$ cat src/design/ttc_pkg.sv
// ----------------------------------------------------------------------------
// ttc_pkg
// shared types, constants and helpers for the toroidal tile cache
// ----------------------------------------------------------------------------
`default_nettype none

package ttc_pkg;

  localparam int WINDOW_LOG2 = 3;
  localparam int TILE_SHIFT  = 4;
  localparam int WIN         = 1 << WINDOW_LOG2;
  localparam int HALF        = WIN / 2;
  localparam int SLOTS       = WIN * WIN;
  localparam int SLOT_W      = 2 * WINDOW_LOG2;
  localparam int TILE_W      = 17;
  localparam int WORLD_W     = 21;
  localparam int DIST_W      = 6;
  localparam int MAXREQ_W    = 7;
  localparam int CNT_W       = SLOT_W + 1;
  localparam int RING_W      = WINDOW_LOG2;

  localparam logic [MAXREQ_W-1:0] MAXREQ_RESET = MAXREQ_W'(64);

  typedef enum logic [1:0] {
    MODE_SET     = 2'd0,
    MODE_INSTALL = 2'd1,
    MODE_LOOKUP  = 2'd2,
    MODE_NONE    = 2'd3
  } mode_t;

  typedef enum logic [1:0] {
    KIND_REQUEST = 2'd0,
    KIND_INSTALL = 2'd1,
    KIND_LOOKUP  = 2'd2
  } kind_t;

  typedef enum logic [3:0] {
    ST_CLEAR,
    ST_IDLE,
    ST_INSTALL_RD,
    ST_INSTALL_WR,
    ST_LOOKUP_RD,
    ST_LOOKUP_CMP,
    ST_SCAN,
    ST_SCAN_LAST,
    ST_EMIT_RD,
    ST_EMIT,
    ST_EMPTY,
    ST_OUT
  } state_t;

  typedef struct packed {
    logic [TILE_W-1:0] x;
    logic [TILE_W-1:0] y;
  } tag_t;

  function automatic logic [TILE_W-1:0] tile_of_world(input logic [WORLD_W-1:0] w);
    logic signed [WORLD_W-1:0] s;
    logic signed [WORLD_W-1:0] r;
    s = w;
    r = s >>> TILE_SHIFT;
    return r[TILE_W-1:0];
  endfunction

  function automatic logic [SLOT_W-1:0] slot_of(input logic [TILE_W-1:0] tx,
                                                input logic [TILE_W-1:0] ty);
    return {ty[WINDOW_LOG2-1:0], tx[WINDOW_LOG2-1:0]};
  endfunction

endpackage

`default_nettype wire

$ cat src/design/ttc_tag_ram.sv
// ----------------------------------------------------------------------------
// ttc_tag_ram
// tag store, one write and one registered read port
// ----------------------------------------------------------------------------
`default_nettype none

module ttc_tag_ram (
  input  wire logic                  clk,
  input  wire logic                  we,
  input  wire logic [ttc_pkg::SLOT_W-1:0] waddr,
  input  ttc_pkg::tag_t              wdata,
  input  wire logic [ttc_pkg::SLOT_W-1:0] raddr,
  output ttc_pkg::tag_t              rdata
);
  import ttc_pkg::*;

  tag_t mem [SLOTS];

  always_ff @(posedge clk) begin
    if (we) begin
      mem[waddr] <= wdata;
    end
    rdata <= mem[raddr];
  end

endmodule

`default_nettype wire

$ cat src/design/ttc_req_ram.sv
// ----------------------------------------------------------------------------
// ttc_req_ram
// collected miss list, written in scan order, read back by distance
// ----------------------------------------------------------------------------
`default_nettype none

module ttc_req_ram (
  input  wire logic                  clk,
  input  wire logic                  we,
  input  wire logic [ttc_pkg::SLOT_W-1:0] waddr,
  input  wire logic [ttc_pkg::SLOT_W+ttc_pkg::DIST_W-1:0] wdata,
  input  wire logic [ttc_pkg::SLOT_W-1:0] raddr,
  output logic [ttc_pkg::SLOT_W+ttc_pkg::DIST_W-1:0] rdata
);
  import ttc_pkg::*;

  logic [SLOT_W+DIST_W-1:0] mem [SLOTS];

  always_ff @(posedge clk) begin
    if (we) begin
      mem[waddr] <= wdata;
    end
    rdata <= mem[raddr];
  end

endmodule

`default_nettype wire

$ cat src/design/toroidal_tile_cache_with_miss_requests.sv
// ----------------------------------------------------------------------------
// toroidal_tile_cache_with_miss_requests
// direct-mapped 8x8 toroidal tile tag cache with ordered miss requests
// ----------------------------------------------------------------------------
// After reset a clearing pass over all 64 slots initialises the tag memory; no
// item is taken meanwhile. Install and lookup each read the tag memory, then
// write or compare, then present the result. A position update steps through all 64
// window positions once per ring (eight rings). It reads the tag of each
// position on the current ring through the single tag memory port and stores
// misses in a request memory. It then sweeps that memory once per distance
// value in ascending order, emitting matches and stopping after the last
// request.
`default_nettype none

module toroidal_tile_cache_with_miss_requests (
  input  wire logic        clk,
  input  wire logic        rst,
  input  wire logic        psel,
  input  wire logic        penable,
  input  wire logic        pwrite,
  input  wire logic [0:0]  paddr,
  input  wire logic [31:0] pwdata,
  output logic [31:0]      prdata,
  output logic             pready,
  input  wire logic        in_valid,
  output logic             in_stall,
  input  wire logic [1:0]  mode,
  input  wire logic [20:0] world_x,
  input  wire logic [20:0] world_y,
  input  wire logic [16:0] new_tile_x,
  input  wire logic [16:0] new_tile_y,
  output logic             out_valid,
  input  wire logic        out_stall,
  output logic [1:0]       result_kind,
  output logic             request_valid,
  output logic [16:0]      req_tile_x,
  output logic [16:0]      req_tile_y,
  output logic [5:0]       distance_sq,
  output logic             hit,
  output logic [5:0]       slot_index,
  output logic             last
);
  import ttc_pkg::*;

  // distinct squared distances in the window, ascending
  localparam int NDALL = 15;
  localparam logic [DIST_W-1:0] DALL [NDALL] = '{
    6'd0, 6'd1, 6'd2, 6'd4, 6'd5, 6'd8, 6'd9, 6'd10, 6'd13,
    6'd16, 6'd17, 6'd18, 6'd20, 6'd25, 6'd32
  };

  state_t state, state_next;

  logic [MAXREQ_W-1:0] max_requests;
  logic [TILE_W-1:0]   viewer_x, viewer_y;
  logic [TILE_W-1:0]   op_x, op_y;

  // scan position: ring, row, column
  logic [RING_W-1:0]   ring;
  logic [WINDOW_LOG2-1:0] row, col;
  logic [CNT_W-1:0]    nmiss;
  logic [SLOT_W-1:0]   clr_addr;

  // pending compare from previous scan read
  logic                pend;
  logic [TILE_W-1:0]   pend_x, pend_y;
  logic [DIST_W-1:0]   pend_d;
  logic [WINDOW_LOG2-1:0] pend_col, pend_row;

  // emit sweep
  logic [3:0]          dsel;
  logic [CNT_W-1:0]    eptr;
  logic [CNT_W-1:0]    nsent;

  // output register
  logic [1:0]          o_kind;
  logic                o_rv, o_hit, o_last;
  logic [TILE_W-1:0]   o_x, o_y;
  logic [DIST_W-1:0]   o_d;
  logic [SLOT_W-1:0]   o_slot;

  // memories
  logic                tag_we;
  logic [SLOT_W-1:0]   tag_waddr, tag_raddr;
  tag_t                tag_wdata, tag_rdata;
  logic                req_we;
  logic [SLOT_W-1:0]   req_raddr;
  logic [SLOT_W+DIST_W-1:0] req_wdata, req_rdata;

  ttc_tag_ram u_tag (
    .clk(clk), .we(tag_we), .waddr(tag_waddr), .wdata(tag_wdata),
    .raddr(tag_raddr), .rdata(tag_rdata)
  );

  ttc_req_ram u_req (
    .clk(clk), .we(req_we), .waddr(nmiss[SLOT_W-1:0]), .wdata(req_wdata),
    .raddr(req_raddr), .rdata(req_rdata)
  );

  assign pready = 1'b1;
  assign prdata = {25'd0, max_requests};

  // scan offsets for the current position
  logic signed [WINDOW_LOG2:0] dx, dy;
  logic [WINDOW_LOG2:0] adx, ady;
  logic [WINDOW_LOG2+1:0] man;
  logic [TILE_W-1:0] rx, ry;
  logic [DIST_W-1:0] dsq;
  logic scan_end;

  always_comb begin
    dx  = $signed({1'b0, col}) - (WINDOW_LOG2+1)'(HALF);
    dy  = $signed({1'b0, row}) - (WINDOW_LOG2+1)'(HALF);
    adx = dx[WINDOW_LOG2] ? -dx : dx;
    ady = dy[WINDOW_LOG2] ? -dy : dy;
    man = {1'b0, adx} + {1'b0, ady};
    rx  = viewer_x + {{(TILE_W-WINDOW_LOG2-1){dx[WINDOW_LOG2]}}, dx};
    ry  = viewer_y + {{(TILE_W-WINDOW_LOG2-1){dy[WINDOW_LOG2]}}, dy};
    dsq = DIST_W'(adx * adx) + DIST_W'(ady * ady);
    scan_end = (ring == RING_W'(WIN-1)) && (row == '1) && (col == '1);
  end

  logic visit;
  assign visit = (state == ST_SCAN) && (man == (WINDOW_LOG2+2)'(ring));

  logic pend_miss;
  assign pend_miss = pend && ((tag_rdata.x != pend_x) || (tag_rdata.y != pend_y))
                     && ({1'b0, nmiss} < {1'b0, max_requests})
                     && (nmiss < CNT_W'(SLOTS));

  logic in_acc, out_acc, out_free;
  assign in_acc   = in_valid && !in_stall;
  assign out_acc  = out_valid && !out_stall;
  assign out_free = !out_valid || !out_stall;
  assign in_stall = (state != ST_IDLE) || out_valid;

  // wrap differences for install
  logic [TILE_W-1:0] ddx, ddy;
  logic in_win;
  always_comb begin
    ddx = op_x - viewer_x;
    ddy = op_y - viewer_y;
    in_win = ((ddx[TILE_W-1] && (&ddx[TILE_W-2:WINDOW_LOG2-1])) ||
              (!ddx[TILE_W-1] && ~(|ddx[TILE_W-2:WINDOW_LOG2-1]))) &&
             ((ddy[TILE_W-1] && (&ddy[TILE_W-2:WINDOW_LOG2-1])) ||
              (!ddy[TILE_W-1] && ~(|ddy[TILE_W-2:WINDOW_LOG2-1])));
  end

  // request memory entry: slot and distance; tile is rebuilt from viewer
  logic [DIST_W-1:0] e_d;
  logic [SLOT_W-1:0] e_slot;
  logic e_match, e_lastent, e_final, sweep_done;
  logic [TILE_W-1:0] e_x, e_y;
  logic [WINDOW_LOG2:0] e_offx, e_offy;
  always_comb begin
    e_slot = req_rdata[SLOT_W+DIST_W-1:DIST_W];
    e_d    = req_rdata[DIST_W-1:0];
    e_match = (e_d == DALL[dsel]);
    e_lastent = (eptr == nmiss - CNT_W'(1));
    e_final = e_match && (nsent + CNT_W'(1) == nmiss);
    // offset in window so that tile low bits equal slot column/row
    e_offx = {1'b0, e_slot[WINDOW_LOG2-1:0] - viewer_x[WINDOW_LOG2-1:0]
              + WINDOW_LOG2'(HALF)};
    e_offy = {1'b0, e_slot[SLOT_W-1:WINDOW_LOG2] - viewer_y[WINDOW_LOG2-1:0]
              + WINDOW_LOG2'(HALF)};
    e_x = viewer_x + TILE_W'(e_offx) - TILE_W'(HALF);
    e_y = viewer_y + TILE_W'(e_offy) - TILE_W'(HALF);
    sweep_done = e_lastent && (dsel == 4'(NDALL-1));
  end

  logic out_load;
  assign out_load = out_free && ((state == ST_EMPTY) || (state == ST_OUT) ||
                                 ((state == ST_EMIT) && e_match));

  always_comb begin
    state_next = state;
    unique case (state)
      ST_CLEAR:      if (clr_addr == '1) state_next = ST_IDLE;
      ST_IDLE: begin
        if (in_acc) begin
          unique case (mode_t'(mode))
            MODE_SET:     state_next = ST_SCAN;
            MODE_INSTALL: state_next = ST_INSTALL_RD;
            MODE_LOOKUP:  state_next = ST_LOOKUP_RD;
            MODE_NONE:    state_next = ST_IDLE;
          endcase
        end
      end
      ST_INSTALL_RD: state_next = ST_INSTALL_WR;
      ST_INSTALL_WR: state_next = ST_OUT;
      ST_LOOKUP_RD:  state_next = ST_LOOKUP_CMP;
      ST_LOOKUP_CMP: state_next = ST_OUT;
      ST_SCAN:       if (scan_end) state_next = ST_SCAN_LAST;
      ST_SCAN_LAST:  state_next = (nmiss == '0 && !pend_miss) ? ST_EMPTY : ST_EMIT_RD;
      ST_EMIT_RD:    state_next = ST_EMIT;
      ST_EMIT: begin
        if (!e_match || out_free) begin
          state_next = (sweep_done || e_final) ? ST_IDLE : ST_EMIT_RD;
        end
      end
      ST_EMPTY:      if (out_free) state_next = ST_IDLE;
      ST_OUT:        if (out_free) state_next = ST_IDLE;
      default:       state_next = ST_IDLE;
    endcase
  end

  always_comb begin
    tag_we    = 1'b0;
    tag_waddr = slot_of(op_x, op_y);
    tag_wdata = '{x: op_x, y: op_y};
    tag_raddr = slot_of(rx, ry);
    req_we    = pend_miss;
    req_wdata = {pend_row, pend_col, pend_d};
    req_raddr = eptr[SLOT_W-1:0];
    unique case (state)
      ST_CLEAR: begin
        tag_we    = 1'b1;
        tag_waddr = clr_addr;
        tag_wdata = '{x: TILE_W'(clr_addr[WINDOW_LOG2-1:0]) + TILE_W'(1), y: '0};
      end
      ST_INSTALL_RD, ST_LOOKUP_RD: tag_raddr = slot_of(op_x, op_y);
      ST_INSTALL_WR: tag_we = in_win;
      default: ;
    endcase
  end

  always_ff @(posedge clk) begin
    if (rst) begin
      state        <= ST_CLEAR;
      clr_addr     <= '0;
      max_requests <= MAXREQ_RESET;
      viewer_x     <= '0;
      viewer_y     <= '0;
      out_valid    <= 1'b0;
      pend         <= 1'b0;
      nmiss        <= '0;
      ring         <= '0;
      row          <= '0;
      col          <= '0;
      dsel         <= '0;
      eptr         <= '0;
      nsent        <= '0;
    end else begin
      state <= state_next;
      if (psel && penable && pwrite && pready && paddr == 1'b0) begin
        max_requests <= pwdata[MAXREQ_W-1:0];
      end
      if (out_load) out_valid <= 1'b1;
      else if (out_acc) out_valid <= 1'b0;
      if (req_we) nmiss <= nmiss + CNT_W'(1);
      pend <= visit;
      if (visit) begin
        pend_x <= rx; pend_y <= ry; pend_d <= dsq;
        pend_col <= rx[WINDOW_LOG2-1:0];
        pend_row <= ry[WINDOW_LOG2-1:0];
      end
      unique case (state)
        ST_CLEAR: clr_addr <= clr_addr + SLOT_W'(1);
        ST_IDLE: begin
          if (in_acc) begin
            if (mode_t'(mode) == MODE_LOOKUP) begin
              op_x <= tile_of_world(world_x);
              op_y <= tile_of_world(world_y);
            end else begin
              op_x <= new_tile_x;
              op_y <= new_tile_y;
            end
            if (mode_t'(mode) == MODE_SET) begin
              viewer_x <= tile_of_world(world_x);
              viewer_y <= tile_of_world(world_y);
              nmiss <= '0; ring <= '0; row <= '0; col <= '0;
              dsel <= '0; eptr <= '0; nsent <= '0;
            end
          end
        end
        ST_INSTALL_WR: begin
          o_kind <= KIND_INSTALL; o_hit <= in_win;
          o_slot <= slot_of(op_x, op_y);
          o_rv <= 1'b0; o_x <= '0; o_y <= '0; o_d <= '0; o_last <= 1'b1;
        end
        ST_LOOKUP_CMP: begin
          o_kind <= KIND_LOOKUP;
          o_hit  <= (tag_rdata.x == op_x) && (tag_rdata.y == op_y);
          o_slot <= slot_of(op_x, op_y);
          o_rv <= 1'b0; o_x <= '0; o_y <= '0; o_d <= '0; o_last <= 1'b1;
        end
        ST_SCAN: begin
          col <= col + WINDOW_LOG2'(1);
          if (col == '1) begin
            row <= row + WINDOW_LOG2'(1);
            if (row == '1) ring <= ring + RING_W'(1);
          end
        end
        ST_EMPTY: begin
          if (out_free) begin
            o_kind <= KIND_REQUEST; o_rv <= 1'b0; o_x <= '0; o_y <= '0;
            o_d <= '0; o_hit <= 1'b0; o_slot <= '0; o_last <= 1'b1;
          end
        end
        ST_EMIT: begin
          if (!e_match || out_free) begin
            if (e_match) begin
              o_kind <= KIND_REQUEST; o_rv <= 1'b1;
              o_x <= e_x; o_y <= e_y; o_d <= e_d; o_hit <= 1'b0;
              o_slot <= e_slot;
              o_last <= e_final;
              nsent <= nsent + CNT_W'(1);
            end
            if (e_lastent) begin
              eptr <= '0;
              dsel <= dsel + 4'd1;
            end else begin
              eptr <= eptr + CNT_W'(1);
            end
          end
        end
        default: ;
      endcase
    end
  end

  assign result_kind   = o_kind;
  assign request_valid = o_rv;
  assign req_tile_x    = o_x;
  assign req_tile_y    = o_y;
  assign distance_sq   = o_d;
  assign hit           = o_hit;
  assign slot_index    = o_slot;
  assign last          = o_last;

endmodule

`default_nettype wire

$ cat config.mk
export PLATFORM = sky130hd
export DESIGN_NAME = toroidal_tile_cache_with_miss_requests
export DESIGN_NICKNAME = d
export VERILOG_FILES = /design/src/design/ttc_pkg.sv /design/src/design/ttc_tag_ram.sv /design/src/design/ttc_req_ram.sv /design/src/design/toroidal_tile_cache_with_miss_requests.sv
export SDC_FILE = /design/constraint.sdc
export NUM_CORES = 2
export LEC_CHECK = 0
export ABC_AREA = 1
export BUFFER_PORTS_ARGS = -buffer_cell sky130_fd_sc_hd__buf_2
export CORE_ASPECT_RATIO = 2
export CORE_MARGIN = 4
export CORE_UTILIZATION = 55
export CTS_BUF_LIST = sky130_fd_sc_hd__clkbuf_4 sky130_fd_sc_hd__clkbuf_8
export DETAILED_ROUTE_END_ITERATION = 7
export GPL_ROUTABILITY_DRIVEN = 0
export PLACE_DENSITY_LB_ADDON = 0.25
export SYNTH_ARGS = -nofsm -noshare
export SYNTH_HDL_FRONTEND = slang
export SYNTH_SLANG_ARGS = --single-unit
export TNS_END_PERCENT = 1
$ cat constraint.sdc
create_clock -name clk -period 15.5 [get_ports clk]
set_input_delay 3.1 -clock clk [delete_from_list [all_inputs] [get_ports clk]]
set_output_delay 3.1 -clock clk [all_outputs]
set_load 0.01 [all_outputs]
==> impl_results.md <==
- Initial antenna violation count: 24
- Top cell type's share of synthesized area: 0.681
- Port-buffer cells: 144
- Total clock buffers created by CTS: 411
- Arrival time at the worst endpoint: 7.23 ns
- IR Drop Worst-Case VDD: 0.123 mV
- Synth Area in XOR/XNOR: 0.00842
- ANT nets after route: 0
- Starting Density: 0.552
- Cells after synthesis: 11020
- Root buffer cell: sky130_fd_sc_hd__clkbuf_8
- Number of buffers on the longest clock path: 4
- Violations in the final reports: design-rule violations
- Finished Layout Cells: 14686
- Top Ports: 204
- CTS Sinks: 3202
- Number of hold-slack violations in the final timing report: 0
- # rows: 257
- Most common flop cell mapped by yosys: sky130_fd_sc_hd__edfxtp_1
- # Post-CTS Setup Buffers: 0
- Sequential element share of the synthesized area: 0.701
- Standard cell core area: 245000 um2
- Area growth, synth to finish: 9.33%
- Internal Pwr Total: 13900 uW
- Number of global-route vias before repair: 90021
- Proportion of synthesized area in mux cells: 0
- Leakage power: 0.0511 uW
- Setup_tns: 0 ns
- Clock H-tree levels: 5
- Clock edge transition at the registers on the reported setup and hold paths: 0.08 ns
- Slew headroom: 0.0144
- Worst-skew pair later-pin latency: 1.06 ns
- Outcome: finished, violations left
- DR pass1 iterations: 8
- Largest registers in the final layout: u_tag.mem x2176, u_req.mem x768, u_tag.rdata x34
- Sequential share of power: 0.530
- Transition at the pin with the smallest max-transition slack: 1.47 ns
- Routed via count: 91843
- Max Freq: 0.159 GHz
- Routed via count divided by cell count: 6.25
- Placed Cells incl. Taps: 13922
- Fraction of synthesis flops using an asynchronous set or reset pin: 0
- Sw power: 5360 uW
- Final setup violation count: 0
- Cell area after synthesis: 135000 um2
- Setup repair after global routing missed its margin: no
- Number of design rule violations left after detail routing: 5
- Worst Setup Slack, final: 9.19 ns
- Routed wire per std cell: 26.7 um
- Final Net Count: 11378
- Total area of multi-input combinational cells: 35800 um2
- Dominant cell type by area after synthesis: sky130_fd_sc_hd__edfxtp_1
- Area of the die: 254000 um2
- Worst-path fanout max: 132
- Path category of the worst min-delay check: flip-flop to flip-flop
- Final max-slew violation count: 0
- Die Span X: 359 um
- Startpoint type of the worst setup path: flip-flop
- Synthesis warning total: 0
- Number of maximum-capacitance violations: 0
- Post-synth cell types: 58
- CTS-repair resized insts: 0
- Data required time at the worst endpoint: 16.42 ns
- Worst slack at placement: 9.45 ns
- Relative contribution of combinational cells to total power: 0.143
- Average cell area after synthesis: 12.3 um2
- Number of hold-repair buffers added at the cts stage: 0
- Area taken by flip-flops and latches: 94800 um2
- EDFF count, synth: 3069
- Dominant cell by count in the synthesized netlist: sky130_fd_sc_hd__edfxtp_1
- Post-detail-place hpwl: 231 mm
- Die height: 709 um
- Most flops, register: u_tag.mem
- Final min period: 6.31 ns
- Share of total power in the clock network: 0.328
- Main area contributors after synthesis: sky130_fd_sc_hd__edfxtp_1, sky130_fd_sc_hd__o21ai_0, sky130_fd_sc_hd__o211ai_1
- Fraction of layout instances using a drive strength above 1: 0.126
- Power per cell area: 130 nW/um2
- Switching share of total power: 0.279
- Maximum number of pins on one net before global-route repair: 215
- Area share of and/or/nand/nor cells after synthesis: 0.102
- Leading cell types by count after synthesis: sky130_fd_sc_hd__edfxtp_1, sky130_fd_sc_hd__o21ai_0, sky130_fd_sc_hd__nor2_1
- TritonCTS clock tree: done
- Combined global-route utilization of all metal layers: 0.304
- Period utilisation layout: 0.407
- Compound-gate portion of the synthesized area: 0.131
- Iter 0 DRT Violations: 10938
- Fill cell total of the finished layout: 18607
- Seq cells post-synth: 3202
- GRT overflow: 0
- Max FFs per register: 2176
- Post-synthesis share of cell area spent on full adders, half adders and majority gates: 0.0152
- Critical path class: flip-flop to flip-flop
- Clock Skew: 0.108 ns
- First-pass GRT wire length: 572 mm
- Nature of the critical path endpoint: flip-flop
- Final wirelength: 393 mm
- Dominant combinational cell family by area after synthesis: compound AO/OA/AOI/OAI gates
==> cell type report <==
| class | instances | share of cell area |
|---|---|---|
| multi-input cells | 6478 | 0.242 |
| clock inverters | 203 | 0.0102 |
| inverters | 653 | 0.0168 |
| well taps | 3237 | 0.0274 |
| clock buffers | 541 | 0.0456 |
| repair buffers | 359 | 0.0169 |
| flip-flops and latches | 3202 | 0.641 |
| diodes | 13 | 0.000220 |
==> logic make-up after synthesis <==
group           Yosys count
compound gates         2945
xor+xnor                130
fa+ha+maj               155
buf+inv                1372
flops                  3202
other cells               2
simple gates           3214
==> per-layer routing <==
metal,vias to the layer above,GRT usage,part of all wire
li1,40386,-,-
met1,44903,0.343,0.33
met2,5098,0.511,0.50
met3,1442,0.0603,0.084
met4,14,0.221,0.085
met5,-,0,0.00025
==> placed cells by master, fill, tap and decap left out, types with 35 or more instances in the layout <==
cell                       Yosys  layout
sky130_fd_sc_hd__or2_2       272     272
sky130_fd_sc_hd__nand2_1    1017    1014
sky130_fd_sc_hd__clkinv_2      0      67
sky130_fd_sc_hd__xnor2_1      63      63
sky130_fd_sc_hd__o22ai_1     242     242
sky130_fd_sc_hd__buf_2       202     144
sky130_fd_sc_hd__buf_4        66     199
sky130_fd_sc_hd__o21ai_1     184     186
sky130_fd_sc_hd__inv_1       634     630
sky130_fd_sc_hd__ha_1        140     140
sky130_fd_sc_hd__xor2_1       67      67
sky130_fd_sc_hd__nor2_4        2      35
sky130_fd_sc_hd__clkinv_1      7     104
sky130_fd_sc_hd__edfxtp_1   3069    3069
sky130_fd_sc_hd__clkbuf_4      0     113
sky130_fd_sc_hd__nor2_1     1174    1130
sky130_fd_sc_hd__clkbuf_8      0     428
sky130_fd_sc_hd__dfxtp_1     133     129
sky130_fd_sc_hd__o21ai_0    1304    1299
sky130_fd_sc_hd__o21bai_1     72      72
sky130_fd_sc_hd__nand3_1     642     642
sky130_fd_sc_hd__a21oi_1     197     192
sky130_fd_sc_hd__a21oi_4       0      65
sky130_fd_sc_hd__o211ai_1    793     793
==> metrics by stage <==
stage / instance area, um2 / hold WS [ns] / util / power (uW)
finish: 148000 / 0.491 / 0.604 / 19200
global placement: 140000 / 0.460 / 0.569 / 12900
detailed placement: 140000 / 0.476 / 0.569 / 13000
CTS: 148000 / 0.488 / 0.603 / 19200
floorplan: 135000 / 0.448 / - / 12000
global route: 148000 / 0.519 / 0.604 / 19900
==> worst max-delay path, stage by stage (launching register included) <==
cell and delay (ns):
sky130_fd_sc_hd__dfxtp_1 0.66, sky130_fd_sc_hd__ha_1 0.36, sky130_fd_sc_hd__fa_1 0.50, sky130_fd_sc_hd__inv_1 0.13, sky130_fd_sc_hd__o21ai_4 0.14, sky130_fd_sc_hd__inv_8 0.55, sky130_fd_sc_hd__buf_4 0.80, sky130_fd_sc_hd__buf_4 0.70
sky130_fd_sc_hd__buf_4 0.81, sky130_fd_sc_hd__o21ai_0 0.19, sky130_fd_sc_hd__o211ai_1 0.25, sky130_fd_sc_hd__o211ai_1 0.31, sky130_fd_sc_hd__nand3_1 0.29, sky130_fd_sc_hd__nand3_1 0.10, sky130_fd_sc_hd__nand2_1 0.17
==> worst paths after layout <==
path                     from              end  slack (ns)  cells past startpoint
setup / recovery  viewer_x[0]  u_tag.rdata[23]        9.19                     14
hold / removal    clr_addr[1]      clr_addr[1]        0.49                      2
setup reg to reg  viewer_x[0]  u_tag.rdata[23]        9.19                     14
hold reg to reg   clr_addr[1]      clr_addr[1]        0.49                      2
==> power by group through the flow <==
| stage | logic (uW) | clock network [uW] | registers [uW] |
|---|---|---|---|
| after global routing | 2950 | 6740 | 10200 |
| after global placement | 2570 | 0 | 10400 |
| after CTS | 2660 | 6370 | 10200 |
| after detailed placement | 2650 | 0 | 10400 |
| final | 2750 | 6310 | 10200 |
| after floorplan | 1670 | 0 | 10300 |
(Power assumes the default switching activity.)
